$ cat config.mk
export PLATFORM = sky130hd
export DESIGN_NAME = iomt_front
export DESIGN_NICKNAME = d
export VERILOG_FILES = /design/src/design/iomt_pkg.sv /design/src/design/iomt_front.sv
export SDC_FILE = /design/constraint.sdc
export NUM_CORES = 1
export LEC_CHECK = 0
export ABC_AREA = 1
export BUFFER_PORTS_ARGS = -buffer_cell sky130_fd_sc_hd__clkbuf_2
export CAP_MARGIN = 25
export CORE_AREA = 2 2 94 96
export DETAILED_ROUTE_END_ITERATION = 12
export DIE_AREA = 0 0 96 98
export PLACE_DENSITY = 0.58
export SYNTH_ARGS = -nofsm -noshare
export SYNTH_HDL_FRONTEND = slang
export SYNTH_SLANG_ARGS = --single-unit
$ cat constraint.sdc
create_clock -name vclk -period 2.57
set_input_delay 0.514 -clock vclk [all_inputs]
set_output_delay 0.514 -clock vclk [all_outputs]
set_load 0.05 [all_outputs]
$ cat src/design/iomt_pkg.sv
// iomt_pkg: shared types, register indexes, write masks and codes for the
// I/O MMU register and translate block. No dependencies.
package iomt_pkg;

  // sizes
  localparam int REG_WORDS_DEF = 4096;
  localparam int IDX_W         = 12;
  localparam int Q_DEPTH       = 2;
  localparam int OUT_DEPTH     = 4;
  localparam int OUT_LVL_W     = $clog2(OUT_DEPTH + 1);

  // transaction modes
  localparam logic [1:0] OP_READ  = 2'd0;
  localparam logic [1:0] OP_WRITE = 2'd1;
  localparam logic [1:0] OP_XLATE = 2'd2;
  localparam logic [1:0] OP_NONE  = 2'd3;

  // register classes found by the front end
  localparam logic [3:0] CL_CTRL   = 4'd0;
  localparam logic [3:0] CL_BASE   = 4'd1;
  localparam logic [3:0] CL_FSR    = 4'd2;
  localparam logic [3:0] CL_FAR    = 4'd3;
  localparam logic [3:0] CL_AER    = 4'd4;
  localparam logic [3:0] CL_SBC    = 4'd5;
  localparam logic [3:0] CL_ARBEN  = 4'd6;
  localparam logic [3:0] CL_MASKID = 4'd7;
  localparam logic [3:0] CL_PLAIN  = 4'd8;
  localparam logic [3:0] CL_BEYOND = 4'd9;

  // register word indexes
  localparam logic [IDX_W-1:0] IX_CTRL   = 12'h000;
  localparam logic [IDX_W-1:0] IX_BASE   = 12'h001;
  localparam logic [IDX_W-1:0] IX_FSR    = 12'h400;
  localparam logic [IDX_W-1:0] IX_FAR    = 12'h401;
  localparam logic [IDX_W-1:0] IX_AER    = 12'h402;
  localparam logic [IDX_W-1:0] IX_SBC0   = 12'h404;
  localparam logic [IDX_W-1:0] IX_SBC3   = 12'h407;
  localparam logic [IDX_W-1:0] IX_ARBEN  = 12'h800;
  localparam logic [IDX_W-1:0] IX_MASKID = 12'hc06;

  // write masks and forced bits
  localparam logic [31:0] MSK_CTRL    = 32'h0000001d;
  localparam logic [31:0] MSK_BASE    = 32'h07fffc00;
  localparam logic [31:0] MSK_FSR     = 32'hff0fffff;
  localparam logic [31:0] SET_FSR     = 32'h00800000;
  localparam logic [31:0] MSK_AER     = 32'h801f000f;
  localparam logic [31:0] SET_AER     = 32'h00000001;
  localparam logic [31:0] MSK_SBC     = 32'h00010003;
  localparam logic [31:0] MSK_ARBEN   = 32'h001f0000;
  localparam logic [31:0] SET_ARBEN   = 32'h00000008;
  localparam logic [31:0] MSK_MASKID  = 32'h00ffffff;
  localparam logic [31:0] WIN_BASE    = 32'hff000000;

  // reset values
  localparam logic [31:0] RST_FSR    = 32'h00800000;
  localparam logic [31:0] RST_AER    = 32'h00000003;
  localparam logic [31:0] RST_ARBEN  = 32'h00000008;
  localparam logic [31:0] RST_MASKID = 32'h23000000;

  // fault status words
  localparam logic [31:0] FSR_FAULT = 32'hc0820000;
  localparam logic [31:0] FSR_RDBIT = 32'h00040000;

  // permission codes
  localparam logic [1:0] PERM_NONE = 2'd0;
  localparam logic [1:0] PERM_RO   = 2'd1;
  localparam logic [1:0] PERM_RW   = 2'd2;

  // classified transaction between front and back
  typedef struct packed {
    logic [1:0]       op;
    logic [3:0]       cls;
    logic [IDX_W-1:0] idx;
    logic [31:0]      wval;
    logic [2:0]       code;
    logic [31:0]      page;
    logic [35:0]      pa;
    logic [1:0]       perm;
    logic             flt;
  } item_t;

  // result transaction
  typedef struct packed {
    logic [31:0] read_data;
    logic [31:0] pte_address;
    logic [35:0] phys_address;
    logic [31:0] page_address;
    logic [1:0]  permission;
    logic        fault;
    logic        interrupt_out;
  } res_t;

  // back end status toward the top level
  typedef struct packed {
    logic init_busy;
    logic res_push;
  } bk_stat_t;

endpackage

$ cat src/design/iomt_front.sv
// iomt_front: accepts transactions, classifies the register index and
// precomputes write values and translation fields. Uses iomt_pkg.
module iomt_front import iomt_pkg::*; #(
  parameter int REG_WORDS = REG_WORDS_DEF
) (
  input  logic             push,
  output logic             full,
  input  logic             q_full,
  input  logic             init_busy,
  input  logic [1:0]       in_mode,
  input  logic [IDX_W-1:0] in_reg_index,
  input  logic [31:0]      in_write_data,
  input  logic [31:0]      in_dvma_address,
  input  logic             in_access_is_write,
  input  logic [31:0]      in_pte_word,
  output logic             q_push,
  output item_t            q_item
);

  localparam logic [IDX_W:0] LIMIT = (IDX_W + 1)'(REG_WORDS);

  logic [3:0]  cls;
  logic [31:0] v;
  logic [31:0] wval;

  assign full   = q_full | init_busy;
  assign q_push = push & ~full;
  assign v      = in_write_data;

  // index classification
  always_comb begin
    priority if ({1'b0, in_reg_index} >= LIMIT) begin
      cls = CL_BEYOND;
    end else if (in_reg_index == IX_CTRL) begin
      cls = CL_CTRL;
    end else if (in_reg_index == IX_BASE) begin
      cls = CL_BASE;
    end else if (in_reg_index == IX_FSR) begin
      cls = CL_FSR;
    end else if (in_reg_index == IX_FAR) begin
      cls = CL_FAR;
    end else if (in_reg_index == IX_AER) begin
      cls = CL_AER;
    end else if (in_reg_index >= IX_SBC0 && in_reg_index <= IX_SBC3) begin
      cls = CL_SBC;
    end else if (in_reg_index == IX_ARBEN) begin
      cls = CL_ARBEN;
    end else if (in_reg_index == IX_MASKID) begin
      cls = CL_MASKID;
    end else begin
      cls = CL_PLAIN;
    end
  end

  // masked write value, or the fault status word for a translation
  always_comb begin
    wval = v;
    if (in_mode == OP_XLATE) begin
      wval = FSR_FAULT | (in_access_is_write ? 32'h0 : FSR_RDBIT);
    end else begin
      unique case (cls)
        CL_CTRL:   wval = v & MSK_CTRL;
        CL_BASE:   wval = v & MSK_BASE;
        CL_FSR:    wval = (v & MSK_FSR) | SET_FSR;
        CL_AER:    wval = (v & MSK_AER) | SET_AER;
        CL_SBC:    wval = v & MSK_SBC;
        CL_ARBEN:  wval = (v & MSK_ARBEN) | SET_ARBEN;
        CL_MASKID: wval = v & MSK_MASKID;
        default:   wval = v;
      endcase
    end
  end

  // classified transaction
  always_comb begin
    q_item      = '0;
    q_item.op   = in_mode;
    q_item.cls  = cls;
    q_item.idx  = in_reg_index;
    q_item.wval = wval;
    q_item.code = in_write_data[4:2];
    q_item.page = {in_dvma_address[31:12], 12'h000};
    q_item.pa   = {in_pte_word[31:8], in_dvma_address[11:0]};
    q_item.perm = in_pte_word[2] ? PERM_RW : PERM_RO;
    q_item.flt  = ~in_pte_word[1] | (in_access_is_write & ~in_pte_word[2]);
  end

endmodule

# After elaboration in Yosys (flattened, before gate mapping)
# Cells that the tools add are included.
[word_totals] regBits=0 input_bits=114 out_inout_bits=126 elab_cells=37
[classes] magnitude_cmp=2 n_eq_ne=13 n_mux=12 bitwise=7 reduce_logical=3
[ops] operator="32-bit case mux with 7 select lines" count=1
[ops] operator="12-bit by 11-bit == test with 1-bit output, second input constant" count=3
[ops] operator="32-bit 2-to-1 mux" count=1
[ops] operator="4-bit 2-to-1 mux" count=8
[ops] operator="12-bit == test, second input constant" count=2
[ops] operator="19-bit 2-to-1 mux" count=1
[ops] operator="4-bit by 3-bit == test with 1-bit output, second input constant" count=4
[ops] operator="12-bit by 1-bit == test with 1-bit output, second input constant" count=1
[ops] operator="12-bit by 11-bit greater-or-equal comparator with 1-bit output, second input constant" count=1
[ops] operator="12-bit by 11-bit less-or-equal comparator with 1-bit output, second input constant" count=1
[ops] operator="12-bit zero test" count=1
[ops] operator="4-bit by 1-bit == test with 1-bit output, second input constant" count=1
[ops] operator="4-bit by 2-bit == test with 1-bit output, second input constant" count=1
[ops] operator="4-bit zero test" count=1
[ops] operator="1-bit inverter" count=3
[ops] operator="1-bit bitwise AND" count=2
[ops] operator="2-bit == test, second input constant" count=1
[ops] operator="2-bit 2-to-1 mux" count=1
[ops] operator="1-bit bitwise OR" count=2
[ops] operator="1-bit logical AND" count=1

# Depth between registers and ports, before layout
[logic_depth] word_depth=12 ltp_mapped=12 ltp_nobuf=12

# Worst setup path before layout
# Ideal clock, no wire load.
[synth_timing] kind="input to output" startpoint="in in_reg_index[5]" endpoint="out q_item[74] (netlist bit)" arrival_time_ns=2.580 required_ns=2.056 setup_slack_ns=-0.524 path_stages=7 n_path_buf=0 path_cell_list="nor2_1 -> nand2_2 -> nor3_4 -> nand2_2 -> nand4_1 -> o21ai_0 -> a21oi_1"
[synth_rtl] element="start, declared" line_no="iomt_front.sv:11" source="input logic [IDX_W-1:0] in_reg_index,"
[synth_rtl] element="end, declared" line_no="iomt_front.sv:17" source="output item_t q_item"

==> results by stage <==
Status:
- The flow ran to the end, and the final reports show no timing, DRC or antenna violations.

Route:
- Dividing the detail-routed via count by the number of cells gives around 3.8.
- Dividing the detail-routed wire length by the instance count gives 11.44 um.
- The pre-antenna-repair detailed-routing pass consisted of 3 iterations.
- The post-detailed-routing wire length is 4.849 mm.
- The count of nets left with antenna violations once routing finished came out at 0.
- The violation count after the first detailed-routing iteration is 33.
- In the routed design, unresolved DRC markers number 0.
- The via count is 1,616.

Synth:
- The dominant combinational cell family by area after synthesis is buffers and inverters.
- Yosys printed 0 warnings.
- Summing the areas of all xor and xnor instances in the mapped netlist gives 0% of the synthesized area.
- Summing the areas of all compound-gate instances in the mapped netlist gives 5.073% of the synthesized area.
- Of the total synthesized cell area, the portion taken by AND, OR, NAND and NOR gates is 43.59%.
- The mapped netlist covers 1455 um^2.
- Dividing the synthesized area by the synthesized cell count gives 5.752 um^2.
- After synthesis, the netlist uses 26 different library cells.
- The sequential area share after synthesis is 0%.
- The cell count after synthesis came out at around 250.
- The portion of synthesized area spent on multiplexers is 0%.
- The arithmetic-cell share of the synthesized area counting full adders, half adders and majority gates is 0%.

STA:
- The time the final worst path needs with I/O delays and setup is between 2 and 3 ns.
- Adding up every negative setup slack in the final design gives 0 ns.
- The total count of max-transition violations in the final report was 0.
- The final critical path takes up 98.89% of the cycle.
- The count of endpoints failing hold in the final timing report is 0.
- The final setup violation count is 0.
- Based on the critical path, the design can be clocked at up to 0.3935 GHz.
- Setup repair after global routing could not meet its margin everywhere.

Layout:
- The net count of the finished layout is approximately 430.
- The number of clock buffers in the layout is 0.
- Of the cells placed in the final design, the portion with a size suffix greater than 1 is 68.04%.
- Leaving out fill and tap cells, the most frequent cell in the layout is sky130_fd_sc_hd__clkbuf_2.
- The number of flip-flops and latches is 0.
- Across the whole layout, storage elements account for 0 um^2.
- The final antenna diode count is 0.
- Relative to the synthesized area, the layout overhead comes to 62.08%.
- In the layout the commonest cells are sky130_fd_sc_hd__clkbuf_2 (71), sky130_fd_sc_hd__nand2_1 (46), sky130_fd_sc_hd__buf_4 (31), sky130_fd_sc_hd__nor2_1 (17), sky130_fd_sc_hd__clkbuf_8 (17).
- The final design utilization is 27.86%.

GRT:
- The overall global routing resource usage is 8.635%.
- The pin count of the biggest net entering global routing is 18.
- The first global-routing pass estimated 6.555 mm of wire.
- After global routing the overflow that remains totals 0.
- The number of antenna violations at the first check in global routing is 0.
- The number of global-route vias before repair is approximately 1.4k.

Floorplanning:
- Measured along the x axis, the die boundary spans 96 um.
- The floorplan has 34 rows.
- The core footprint is 8466 um^2.
- The die footprint is 9408 um^2.
- 240 I/O pins were placed.
- For this configuration, the core starts out at a cell density of 17.19%.
- The vertical die dimension is 98 um.

Worst setup path:
- The highest fanout seen on the critical path is 5.
- The critical path required time is about 2.1 ns.
- At the worst endpoint, the arrival time is slightly above 2 ns.
- The element type at the critical path end is a primary output.
- The category of the critical setup timing path is in2out.
- The startpoint class of the critical path is an input pin.

CTS:
- After clock tree synthesis, the flow added hold-fix buffers numbering 0.

Power and ir drop:
- In this run the power density over the cells is 212.2 nW/um^2.
- The static leakage is 1.332 nW.
- The worst-case IR drop observed on VDD is 0.05374 mV.

Flow run:
- The number of maximum-capacitance constraint violations is 0.

Placement:
- The congestion estimate from routability-driven global placement came to 0.7251.
- The detailed placement HPWL is roughly 4 mm.
- The number of port buffers is 110.

Hold path:
- The tightest min-delay check is of the in2out type.
-- per-stage QoR --
| step | area (um^2) | worst slack, ns | instances | hold slack [ns] | power (mW) |
|---|---|---|---|---|---|
| final | 2359 | 0.02851 | 424 | 1.028 | 0.5005 |
| after global routing | 2359 | -0.07206 | 424 | 1.028 | 0.5263 |
| after CTS | 2198 | -0.06861 | 421 | 1.028 | 0.4784 |
| after detailed placement | 1851 | -0.1064 | 418 | 1.028 | 0.4279 |
| after global placement | 1851 | -0.07104 | 418 | 1.028 | 0.4246 |
| after floorplan | 1578 | -0.1377 | 264 | 1.190 | 0.5677 |
-- critical path, stage by stage --
cell	delay, ns
sky130_fd_sc_hd__buf_6	0.10
sky130_fd_sc_hd__nor2_4	0.12
sky130_fd_sc_hd__nand2_4	0.08
sky130_fd_sc_hd__nor3_4	0.25
sky130_fd_sc_hd__buf_6	0.15
sky130_fd_sc_hd__nand2_4	0.05
sky130_fd_sc_hd__buf_4	0.14
sky130_fd_sc_hd__buf_4	0.13
sky130_fd_sc_hd__nand2_4	0.08
sky130_fd_sc_hd__inv_2	0.07
sky130_fd_sc_hd__nor2_1	0.13
sky130_fd_sc_hd__clkbuf_8	0.20
-- cell families (layout without fill, tap and decap cells) --
group                  count (synthesis)  in the layout
AOI/OAI and AO/OA                     12             12
other                                  1             12
and+or+nand+nor                      128            128
buffers and inverters                112            164
-- repair_timing --
| item | in CTS | in global routing |
|---|---|---|
| gates resized for setup | 78 | 49 |
| buffers inserted | 3 | 3 |
| hold endpoints to repair | 0 | 0 |
| setup endpoints to repair | 14 | 32 |
| pin swaps | 12 | 17 |
-- report_power, final --
part           total, mW  switching (mW)  internal, mW  leakage, nW
Combinational      0.501           0.331         0.169         1.33
Sequential             0               0             0            0
Clock                  0               0             0            0
Total              0.501           0.331         0.169         1.33
-- path summary, 6_finish.rpt --
path | start | depth (start not counted) | slack, ns | to
worst min-delay path | in_dvma_address[10] | 0 | 1.03 | q_item[13]
worst max-delay path | in_reg_index[4] | 12 | 0.03 | q_item[103]
-- layout make-up --
cell class / instances / area, um^2
fill: 917 / 6107
inverter: 24 / 97.59
timing repair buffer: 140 / 1124
multi-input combinational: 152 / 1002
tap: 108 / 135.1
-- cells in the mapped netlist --
master | n | share of area, %
sky130_fd_sc_hd__a21oi_1 | 4 | 1.4
sky130_fd_sc_hd__clkinv_1 | 2 | 0.52
sky130_fd_sc_hd__nor3_4 | 1 | 1.1
sky130_fd_sc_hd__nand2_1 | 56 | 14
sky130_fd_sc_hd__nand3_1 | 5 | 1.7
sky130_fd_sc_hd__a21oi_4 | 1 | 1.1
sky130_fd_sc_hd__inv_2 | 4 | 1.0
sky130_fd_sc_hd__o22ai_1 | 1 | 0.43
sky130_fd_sc_hd__nor2_1 | 37 | 9.5
sky130_fd_sc_hd__inv_1 | 18 | 4.6
sky130_fd_sc_hd__nand3_2 | 2 | 1.4
sky130_fd_sc_hd__nor2_4 | 3 | 2.3
sky130_fd_sc_hd__o21ai_1 | 3 | 1.0
sky130_fd_sc_hd__nor2_2 | 5 | 2.1
sky130_fd_sc_hd__buf_4 | 86 | 44
sky130_fd_sc_hd__nand2_4 | 5 | 3.9
sky130_fd_sc_hd__nor3_1 | 2 | 0.69
sky130_fd_sc_hd__conb_1 | 1 | 0.26
sky130_fd_sc_hd__nand4_1 | 2 | 0.86
sky130_fd_sc_hd__o21ai_0 | 2 | 0.69
sky130_fd_sc_hd__a31oi_1 | 1 | 0.43
sky130_fd_sc_hd__nand4_2 | 1 | 0.86
sky130_fd_sc_hd__nand2_2 | 7 | 3.0
sky130_fd_sc_hd__clkbuf_1 | 2 | 0.52
sky130_fd_sc_hd__or2_2 | 1 | 0.43
sky130_fd_sc_hd__nand3_4 | 1 | 1.2
-- per-layer routing --
layer / up-vias / GRT usage, % / share of wire, %
met3: 44 / 1.775 / 10
met4: 0 / 6.593 / 7.7
met5: - / 0 / 0
met2: 81 / 15.49 / 49
li1: 797 / - / -
met1: 694 / 8.388 / 33
Note: power is estimated with default switching activity, not from simulation.
