<file path="src/design/iomt_fifo.sv">
// iomt_fifo: small register-based queue with occupancy count.
// No dependencies.
module iomt_fifo #(
  parameter int WIDTH = 8,
  parameter int DEPTH = 2
) (
  input  logic                           clk,
  input  logic                           rst_n,
  input  logic                           push,
  input  logic [WIDTH-1:0]               wr_data,
  input  logic                           pop,
  output logic [WIDTH-1:0]               rd_data,
  output logic                           full,
  output logic                           empty,
  output logic [$clog2(DEPTH+1)-1:0]     level
);

  localparam int PW = (DEPTH > 1) ? $clog2(DEPTH) : 1;
  localparam int LW = $clog2(DEPTH + 1);

  logic [WIDTH-1:0] mem_r [DEPTH];
  logic [PW-1:0]    wp_r, wp_nxt, rp_r, rp_nxt;
  logic [LW-1:0]    cnt_r, cnt_nxt;
  logic             do_push, do_pop;

  assign full    = (cnt_r == LW'(DEPTH));
  assign empty   = (cnt_r == '0);
  assign level   = cnt_r;
  assign rd_data = mem_r[rp_r];
  assign do_push = push & ~full;
  assign do_pop  = pop & ~empty;

  // pointer and count update
  always_comb begin
    wp_nxt  = wp_r;
    rp_nxt  = rp_r;
    cnt_nxt = cnt_r;
    if (do_push) begin
      wp_nxt = (wp_r == PW'(DEPTH - 1)) ? '0 : wp_r + PW'(1);
    end
    if (do_pop) begin
      rp_nxt = (rp_r == PW'(DEPTH - 1)) ? '0 : rp_r + PW'(1);
    end
    if (do_push && !do_pop) begin
      cnt_nxt = cnt_r + LW'(1);
    end else if (do_pop && !do_push) begin
      cnt_nxt = cnt_r - LW'(1);
    end
  end

  always_ff @(posedge clk) begin
    if (!rst_n) begin
      wp_r  <= '0;
      rp_r  <= '0;
      cnt_r <= '0;
    end else begin
      wp_r  <= wp_nxt;
      rp_r  <= rp_nxt;
      cnt_r <= cnt_nxt;
    end
  end

  // storage
  always_ff @(posedge clk) begin
    if (do_push) begin
      mem_r[wp_r] <= wr_data;
    end
  end

endmodule

</file>
<file path="config.mk">
export PLATFORM = sky130hd
export DESIGN_NAME = iomt_fifo
export DESIGN_NICKNAME = d
export VERILOG_FILES = /design/src/design/iomt_fifo.sv
export SDC_FILE = /design/constraint.sdc
export NUM_CORES = 1
export LEC_CHECK = 0
export BUFFER_PORTS_ARGS = -buffer_cell sky130_fd_sc_hd__buf_2
export CAP_MARGIN = 0
export CORE_MARGIN = 2
export CORE_UTILIZATION = 50
export CTS_BUF_LIST = sky130_fd_sc_hd__clkbuf_4
export DETAILED_ROUTE_END_ITERATION = 10
export GPL_ROUTABILITY_DRIVEN = 0
export GPL_TIMING_DRIVEN = 1
export PLACE_DENSITY = 0.79
export RECOVER_POWER = 50
export SYNTH_ARGS = -nofsm -noshare
export SYNTH_HDL_FRONTEND = slang
export SYNTH_SLANG_ARGS = --single-unit
</file>
<file path="constraint.sdc">
create_clock -name clk -period 2 [get_ports clk]
set_clock_uncertainty 0.1 [all_clocks]
set_input_delay 0.2 -clock clk [delete_from_list [all_inputs] [get_ports clk]]
set_output_delay 0.2 -clock clk [all_outputs]
set_load 0.005 [all_outputs]
</file>
# [Word level (Yosys, flattened, before mapping)]
# Memories as Yosys holds them, arrays and structs flattened. A register that Yosys moved wholly into a read port is not among the register bits.
# Index checks and enable logic that the tools add are counted.
[word_totals] register_bits=4 ram_bits=16 input_bits=12 out_inout_bits=12 elab_cells=27 memories=1
[op_classes] add_sub_neg=4 n_eq_ne=1 mux=8 bitwise_logic=4 n_reduce_logical=6
[memory_table] name="mem_r" words=2 width=8 rd=1 rd_ports_with_merged_regs=1 wr=1 line="21" text="logic [WIDTH-1:0] mem_r [DEPTH];"
[op_table] op="2-to-1 mux 1 bit" count=6
[op_table] op="2-to-1 mux 2 bit" count=2
[op_table] op="adder 1 bit (second input constant)" count=2
[op_table] op="adder 2 x 1 -> 2 bit (second input constant)" count=1
[op_table] op="AND 1 bit" count=2
[op_table] op="equality test 2 bit (second input constant)" count=1
[op_table] op="logical AND 1 bit" count=2
[op_table] op="logical NOT 1 bit" count=2
[op_table] op="logical NOT 2 bit" count=1
[op_table] op="NOT 1 bit" count=2
[op_table] op="nonzero test 2 bit" count=1
[op_table] op="subtractor 2 x 1 -> 2 bit (second input constant)" count=1

# [Logic depth before layout (Yosys ltp)]
# Gate-level depths: netlist of run 1.
[depth] depth_word=7 depth_mapped=7

# [Least setup slack after synthesis of run 1]
# OpenSTA, ideal clock, no wires.
[synth_path] path_kind="register -> register" start="register cnt_r[0], in the netlist level[0]" end="register cnt_r[1], in the netlist level[1]" arrival_time_ns=1.425 required_ns=1.830 slack_ns=0.405 stages_incl_launch_ff=7 n_path_buf=0 synth_period_minus_slack_ns=1.595 cell_sequence="dfxtp_1 > nand2b_1 > inv_2 > nor2_1 > ha_1 > or3_1 > a21boi_1"
[synth_via] elab_chain_cells=6
[synth_rtl] item="start, declared" line="23" text="logic [LW-1:0] cnt_r, cnt_nxt;"
[synth_rtl] item="start signal, assigned" line="59" text="cnt_r <= cnt_nxt;"
[synth_rtl] item="equality test 2 bit (*)" line="26" text="assign full = (cnt_r == LW'(DEPTH));"
[synth_rtl] item="net full" line="13" text="output logic full,"
[synth_rtl] item="NOT 1 bit (*)" line="30" text="assign do_push = push & ~full;"
[synth_rtl] item="AND 1 bit (*)" line="30"
[synth_rtl] item="logical NOT 1 bit" line="46" text="end else if (do_pop && !do_push) begin"
[synth_rtl] item="logical AND 1 bit" line="46"
[synth_rtl] item="nonzero test 2 bit (no line)"
# The timed path passes the listed nets; every way through them passes the cells marked *. The select of a mux whose other input is x is not followed.
# A chain may end at the register's enable or synchronous reset.

# [Worst setup path after layout of run 1]
[layout_path] start="register cnt_r[0], in the netlist level[0]" end="register cnt_r[1], in the netlist level[1]"
[layout_via] elab_chain_cells=6
[layout_rtl] item="equality test 2 bit or logical NOT 2 bit (tied branches)" line="26, 27"
[layout_rtl] item="NOT 1 bit (on tied branches)" line="30, 31"
[layout_rtl] item="AND 1 bit (on tied branches)" line="30, 31"
[layout_rtl] item="logical NOT 1 bit (on tied branches)" line="46, 44"
[layout_rtl] item="logical AND 1 bit (on tied branches)" line="46, 44"
[layout_rtl] item="nonzero test 2 bit (no line) or 2-to-1 mux 2 bit (tied branches)"
# Several ways; a longest one is shown, not always the timed one. The select of a mux whose other input is x is not followed.

==> impl_results.md, run 1 <==
- Most common cell after layout, fill and taps aside: buf_2
- Clock root buffer: clkbuf_4
- Dominant cell type by area after synthesis: edfxtp_1
- Startpoint Class: flop
- Sw Ratio: 28.58%
- Post-CTS setup buffers: 0
- Antenna diodes: 0
- Fin nets: between 90 and 100
- Crit Path Class: reg2reg
- Min-delay worst type: in2reg
- Final setup violation count: 0
- Multi-input logic area: approximately 210 um2
- Syn_nets: 63
- Crit path time final: 1.723 ns
- Htree depth: 1
- Port bufs: 23
- Power Density: 1141 nW/um2
- RSZ-0062 raised after global routing: no
- VDD IR max: between 600 and 700 uV
- Hpwl dp: approximately 890 um
- Seq cells post-synth: 21
- Reg power frac: 52.3%
- Fin cells: 101
- Die X: 44.24 um
- Max-slew headroom: 67.32%
- Initial DRC count: 10
- Area contributors post-synth: edfxtp_1, dfxtp_1, mux2_2
- FF-to-FF path depth: 6
- Clock Latency Late Sink: 0.29 ns
- Post-Synthesis Cell Area: around 810 um2
- Reg area: just under 600 um2
- Outcome: finished, final reports clean
- Fraction of layout cells with a size suffix above 1: 34.12%
- TritonCTS Buffers: 3
- First-pass GRT wire length: roughly 2200 um
- Max Clock Freq: 580.4 MHz
- GR Util All Layers: between 10% and 20%
- First-pass iteration count of the detailed router: 4
- Leak: ~0.41 nW
- Clock Sink Count: 21
- Area delta synth->final: 28.59%
- Post-Route WL: 1388 um
- Final TNS setup: 0 ns
- CP arrival: 1.85 ns
- Antenna violations before repair: 0
- CP Max Fanout: 6
- Filler cell count: ~110
- DR vias/cell: 5.010
- Avg Cell Area, Syn: between 15 and 20 um2
- Cell area after layout: between 1000 and 1500 um2
- Tot Pwr: 0.001187 W
- Max-cap viol count: 0
- Most frequent cells in the layout: buf_2, edfxtp_1, mux2_2, dlygate4sd3_1, clkbuf_1
- Post-Place Cells: a little under 90
- Gate power share: 29.9%
- Final antenna-violating net count: 0
- Die area: 1957 um2
- Worst Path Required: ~2.1 ns
- Net Sw Power: 0.0003394 W
- Die Ht: 44.24 um
- Netlist cell types: 20
- Endpoint type of the worst setup path: flop
- Max Slew Vio Count: 0
- Vias in the first global route: 516
- Least-Margin Pin Slew: 0.4901 ns
- Cells along the critical path: nand2b_1, inv_1, nor2_1, ha_1, or3_1, a21boi_1
- I/O pins: 24
- # rows: 14
- Post-synth top area share: 59.35%
- Initial Utilization: 53.74%
- CTS tree: built
- Post-route setup slack: 0.2771 ns
- WHS Path Cells: 2
- Sequential area share after synthesis: 71.72%
- P_int: 0.0008480 W
- Largest net degree at the start of global routing: 12
- Pre-CTS setup slack: 0.2754 ns
- Avg WL per Cell: 13.74 um
- Clock Power Share: around 18%
- CTS max path bufs: 2
- Total grt overflow: 0
- CTS clk-pin slew, worst paths: 0.11 ns
- Max stage delay on crit path: 0.44 ns
- Yosys Warn Count: 0
- DRC: 0
- Slowest cell on crit path: dfxtp_1
- Final hold vios: 0
- Cell count after synthesis: 50
- Part of the cycle the worst path needs: between 80% and 90%
- Vias: around 510
- Core Area: roughly 1500 um2
- Area after DPL: 947.2 um2
## per-stage QoR
step           util, %  hold slack (ns)
3_3_place_gp     62.87           0.2893
5_1_grt          69.10          0.05386
2_1_floorplan        -           0.1989
3_5_place_dp     62.87           0.2910
4_1_cts          70.18          0.05571
6_report         69.10          0.05765
## kinds of logic after synthesis
logic type	Yosys count	synth area share (%)
flops	21	71.72
simple gates	9	6.803
mux	8	11.13
compound gates	5	4.018
xor+xnor	3	3.246
buf+inv	3	1.544
fa+ha+maj	1	1.545
## worst max-delay path: cells and delay by family (launching register included)
kind                       cells  cell delay [ns]
buffers and inverters          1             0.07
AOI/OAI and AO/OA              1             0.15
adders and majority gates      1             0.27
and+or+nand+nor                3             0.63
DFF                            1             0.44
## per-layer routing
metal	vias up	part of all wire (%)	GRT usage, %
met5	-	0	0
met4	0	2.8	10.91
met3	4	5.0	3.673
met2	17	52	28.53
li1	249	-	-
met1	236	40	18.26
## timing repair
item,in CTS,in global routing
gates resized for setup,0,0
hold endpoints to repair,16,0
hold buffers,8,0
## state kept, by name, indices dropped and copies added, names as in the netlist, named ones only
signal and cells:
rp_r 1, mem_r 16, wp_r 1, level 2
## path summary, 6_finish.rpt
check / startpoint / endpoint / slack (ns)
hold reg to reg: level[1] / level[1] / 0.46
setup / recovery: level[0] / level[1] / 0.28
hold / removal: rst_n / wp_r / 0.06
setup reg to reg: level[0] / level[1] / 0.28
## area by class of cell
cell class | count | share of cell area [%]
Inverter | 2 | 0.7212
Tap cell | 16 | 1.923
Sequential cell | 21 | 55.77
Timing Repair Buffer | 32 | 18.39
Clock buffer | 4 | 2.885
Multi-Input combinational cell | 26 | 20.31
## power groups by stage
stage | logic [W] | registers [W] | clock network (W)
after global routing | 0.000400 | 0.000633 | 0.000231
after detailed placement | 0.000361 | 0.000630 | 0
after floorplan | 0.000246 | 0.000601 | 0
final | 0.000355 | 0.000621 | 0.000211
after CTS | 0.000374 | 0.000621 | 0.000214
after global placement | 0.000352 | 0.000623 | 0
## cell usage after synthesis
cell and count:
ha_1 1, xor2_1 1, or3_1 1, inv_2 1
nor2_1 2, dfxtp_1 5, inv_1 1, o21a_1 1
and3_1 1, nor3_2 1, nand2b_1 1, edfxtp_1 16
buf_2 1, o21ai_0 1, o21ai_1 1, xnor2_1 2
mux2_2 8, a21boi_0 1, a21boi_1 1, and2_1 3
No activity file was read; power rests on OpenSTA's default activity.
==> run 2: changes to the inputs <==
==> constraint.sdc (replaced) <==
create_clock -name clk -period 1.8 [get_ports clk]
set_clock_uncertainty 0.1 [all_clocks]
set_input_delay 0.18 -clock clk [delete_from_list [all_inputs] [get_ports clk]]
set_output_delay 0.18 -clock clk [all_outputs]
set_load 0.005 [all_outputs]
==> run 2 against run 1 <==
Clock power up 10%. Register-to-register slack worse by 0.14 ns. Cell area up 0.72%. Setup slack worse by 0.14 ns. Maximum frequency is 3.9% higher. Sequential power up 11%. Routed wire length shrank 0.50%. Combinational power increased by 16%. Critical path type unchanged. Critical endpoint unchanged. Highest routed layer unchanged.
==> impl_results.md, run 2 (synthesis results as in run 1) <==
- Antenna violations before repair: 0
- Max Slew Vio Count: 0
- VDD IR max: between 700 and 800 uV
- Post-Route WL: 1381 um
- Port bufs: 23
- Die area: roughly 2000 um2
- Endpoint type of the worst setup path: flop
- Max Clock Freq: 603.0 MHz
- Htree depth: 1
- RSZ-0062 raised after global routing: no
- Clock Latency Late Sink: 0.29 ns
- Vias: 506
- Final setup violation count: 0
- CTS max path bufs: 2
- Initial DRC count: 12
- Crit Path Class: reg2reg
- CP Max Fanout: 6
- Max layer used: met4
- # rows: 14
- TritonCTS Buffers: 3
- Most common cell after layout, fill and taps aside: buf_2
- Worst Path Required: 1.93 ns
- Core Util, Final: ~70%
- Cells along the critical path: nand2b_1, inv_2, nor2_1, ha_1, or3_1, a21boi_1
- Worst Path Buf+Inv: 1
- Startpoint Class: flop
- CTS clk-pin slew, worst paths: 0.11 ns
- Final hold vios: 0
- Area delta synth->final: 29.52%
- Min-delay worst type: in2reg
- Die X: 44.24 um
- Antenna diodes: 0
- Most flops, register: mem_r
- Initial Utilization: 53.74%
- I/O pins: 24
- Avg WL per Cell: 13.67 um
- First-pass iteration count of the detailed router: 4
- Outcome: finished, final reports clean
- Met1 WL: 545 um
- Metal3 WL: 57 um
- Clock Sink Count: 21
- Power Density: 1274 nW/um2
- DR vias/cell: 5.010
- CTS tree: built
- DRC: 0
- Die Ht: 44.24 um
- Part of the cycle the worst path needs: about 90%
- Max-cap viol count: 0
- Final antenna-violating net count: 0
- Clock root buffer: clkbuf_4
- Max-slew headroom: 73.96%
- Crit path time final: roughly 1.7 ns
- Fin nets: 99
- Fraction of layout cells with a size suffix above 1: 40.00%
- Fin Hold WS: ~0.038 ns
- Core Area: 1506 um2
- GR Util All Layers: 16.58%
- Least-Margin Pin Slew: 0.3906 ns
- Post-CTS setup buffers: 0
- Tot Pwr: 0.001336 W
- Largest register FFs: 16
- Most frequent cells in the layout: buf_2, edfxtp_1, mux2_2, dlygate4sd3_1
- Leak: roughly 0.42 nW
- Total grt overflow: 0
- Slowest cell on crit path: dfxtp_2
- Hpwl dp: 894.9 um
- Wire length on met2: about 740 um
- Vias in the first global route: just over 500
- Largest net degree at the start of global routing: 12
- Max stage delay on crit path: 0.40 ns
- Delay-heaviest family, CP: simple AND/OR/NAND/NOR gates
- Final TNS setup: 0 ns
- CP arrival: 1.79 ns
- First-pass GRT wire length: roughly 2200 um
==> run 2: cell count changes in the layout (fill, tap and decap cells not counted) <==
cell / delta
o21ai_1: +1
clkbuf_1: -3
buf_4: +1
inv_2: +1
and2_1: +1
dfxtp_1: -1
dfxtp_2: +1
and2_0: -1
inv_1: -1
o21ai_0: -1
buf_2: +2
==> run 2: final cells by class <==
class                   count  area [um2]
repair buffers             32       197.7
flip-flops and latches     21       581.8
multi-input cells          26       211.5
fillers                   107       457.9
well taps                  16       20.02
inverters                   2       7.507
clock buffers               4       30.03
==> run 2: final timing paths <==
| path | from | end | slack [ns] | cells past startpoint |
|---|---|---|---|---|
| hold reg to reg | level[1] | level[1] | 0.47 | 2 |
| setup reg to reg | level[0] | level[1] | 0.14 | 6 |
| hold / removal | rst_n | wp_r | 0.04 | 2 |
| setup / recovery | level[0] | level[1] | 0.14 | 6 |
==> run 2: timing repair <==
action / 4_1_cts / 5_1_grt
gates resized for setup: 0 / 1
hold endpoints to repair: 16 / 0
hold buffers: 8 / 0
endpoints found under the setup margin: 0 / 1
==> run 2: metal layers <==
metal  up-vias  GRT usage, %
met5         -             0
met4         0         10.91
met3         4         3.673
met2        15         28.53
met1       235         18.26
li1        252             -
==> run 2: through the flow <==
stage,setup slack [ns],area [um2],std cells
4_1_cts,0.06247,1057,101
3_5_place_dp,0.07543,947.2,89
6_report,0.1417,1049,101
2_1_floorplan,0.2047,809.5,50
3_3_place_gp,0.2006,947.2,89
5_1_grt,0.01495,1049,101
==> run 2: where the power goes <==
part | leakage, nW | internal [W] | switching [W]
logic | 0.209 | 0.000236 | 0.000175
clock network | 0.0184 | 0.000101 | 0.000131
registers | 0.191 | 0.000620 | 0.0000717
==> run 3: changes to the inputs <==
==> constraint.sdc (replaced) <==
create_clock -name clk -period 1.8 [get_ports clk]
set_clock_uncertainty 0.1 [all_clocks]
set_input_delay 0.36 -clock clk [delete_from_list [all_inputs] [get_ports clk]]
set_output_delay 0.36 -clock clk [all_outputs]
set_load 0.005 [all_outputs]
==> run 3 against run 2 <==
Flip-flop and latch count stayed put. Critical path type is now reg2out. Critical endpoint is now rd_data[6]. Sequential power barely moved. Combinational power fell by 4%. Highest routed layer unchanged. Largest power group unchanged.
==> impl_results.md, run 3 (synthesis results as in run 1) <==
- Leak: 0.3902 nW
- First-pass GRT wire length: 2001 um
- Initial Utilization: 53.74%
- # rows: 14
- Min-delay worst type: in2reg
- Vias: 463
- Clock root buffer: clkbuf_4
- Cell area after layout: roughly 970 um2
- Avg WL per Cell: roughly 13 um
- Final hold vios: 0
- Port bufs: 23
- Die X: 44.24 um
- Fin Hold WS: 0.1496 ns
- Most flops, register: mem_r
- Largest net degree at the start of global routing: 12
- Most common cell after layout, fill and taps aside: buf_2
- Clock Latency Late Sink: 0.29 ns
- Worst Path Required: 1.34 ns
- Max Clock Freq: 589.3 MHz
- Hpwl dp: 894.9 um
- Max Slew Vio Count: 0
- Max-slew headroom: 74.69%
- Die area: 1957 um2
- Outcome: finished, final reports clean
- Fin cells: 93
- Post-Place Cells: 89
- Fraction of layout cells with a size suffix above 1: 48.05%
- Max-cap viol count: 0
- Final TNS setup: 0 ns
- CP arrival: 1.24 ns
- Max stage delay on crit path: 0.45 ns
- Core Area: 1506 um2
- Filler cell count: 118
- CP Max Fanout: 8
- Cells along the critical path: mux2_2, buf_2
- Pre-CTS setup slack: 0.07543 ns
- Crit path time final: 1.697 ns
- Startpoint Class: flop
- Most frequent cells in the layout: buf_2, edfxtp_1, mux2_2
- Power Density: 1355 nW/um2
- DRC: 0
- Vias in the first global route: 475
- Least-Margin Pin Slew: 0.3796 ns
- Final setup violation count: 0
- DR vias/cell: ~5.0
- CTS max path bufs: 2
- RSZ-0062 raised after global routing: no
- CTS tree: built
- Htree depth: 1
- Antenna violations before repair: 0
- Post-CTS setup buffers: 0
- VDD IR max: roughly 720 uV
- Hold_buf cts: 0
- Area delta synth->final: 20.09%
- Area after DPL: about 950 um2
- Die Ht: 44.24 um
- Crit Path Class: reg2out
- Largest register FFs: 16
- Antenna diodes: 0
- Post-route setup slack: approximately 0.10 ns
- Fin nets: 91
- CTS clk-pin slew, worst paths: roughly 0.11 ns
- Part of the cycle the worst path needs: 94.28%
- Post-Route WL: 1241 um
- Clock Sink Count: 21
- Delay-heaviest family, CP: flip-flops
- I/O pins: 24
- TritonCTS Buffers: 3
- Endpoint type of the worst setup path: primary output
- Final antenna-violating net count: 0
- First-pass iteration count of the detailed router: 3
- Slowest cell on crit path: dfxtp_2
- Initial DRC count: 7
- Worst Path Buf+Inv: 1
- GR Util All Layers: 15.04%
- Total grt overflow: 0
==> run 3: changes by cell type in the layout (fill, tap and decap cells not counted), sizes merged <==
| cell | before | now |
|---|---|---|
| dlygate4sd3 | 8 | 0 |
| clkbuf | 8 | 6 |
| buf | 20 | 22 |
==> run 3: layout make-up <==
| cell class | instances | area [um2] | area share [%] |
|---|---|---|---|
| Multi-Input combinational cell | 26 | 211.5 | 21.75 |
| Sequential cell | 21 | 583.1 | 59.97 |
| Timing Repair Buffer | 24 | 120.1 | 12.36 |
| Tap cell | 16 | 20.02 | 2.059 |
| Clock buffer | 4 | 30.03 | 3.089 |
| Inverter | 2 | 7.507 | 0.7722 |
==> run 3: routing by layer <==
metal,vias to the layer above,GRT usage [%],part of all wire (%)
met1,212,18.63,44
met4,0,9.091,1.6
li1,238,-,-
met2,11,23.82,49
met3,2,3.673,4.8
met5,-,0,0
==> run 3: stage by stage <==
step | utilization [%] | total power (W)
floorplan | - | 0.0009413
global placement | 62.87 | 0.001084
detailed placement | 62.87 | 0.001102
CTS | 64.95 | 0.001333
global route | 64.53 | 0.001409
finish | 64.53 | 0.001317
==> run 3: path summary, 6_finish.rpt <==
kind / cells past startpoint / from / slack [ns] / end
setup / recovery: 2 / flop / 0.10 / rd_data[6]
hold / removal: 1 / wr_data[6] / 0.15 / mem_r[1][6]
setup reg to reg: 6 / level[0] / 0.14 / level[1]
hold reg to reg: 2 / level[1] / 0.46 / level[1]
==> run 3: repair_timing <==
| action | in CTS | in global routing |
|---|---|---|
| gates resized for setup | 1 | 1 |
| endpoints found under the setup margin | 8 | 1 |
| pin swaps | 0 | 0 |
==> run 3: where the power goes <==
group | internal (W) | switching (W)
registers | 0.000622 | 0.0000701
logic | 0.000223 | 0.000170
clock network | 0.000101 | 0.000131
total | 0.000947 | 0.000370
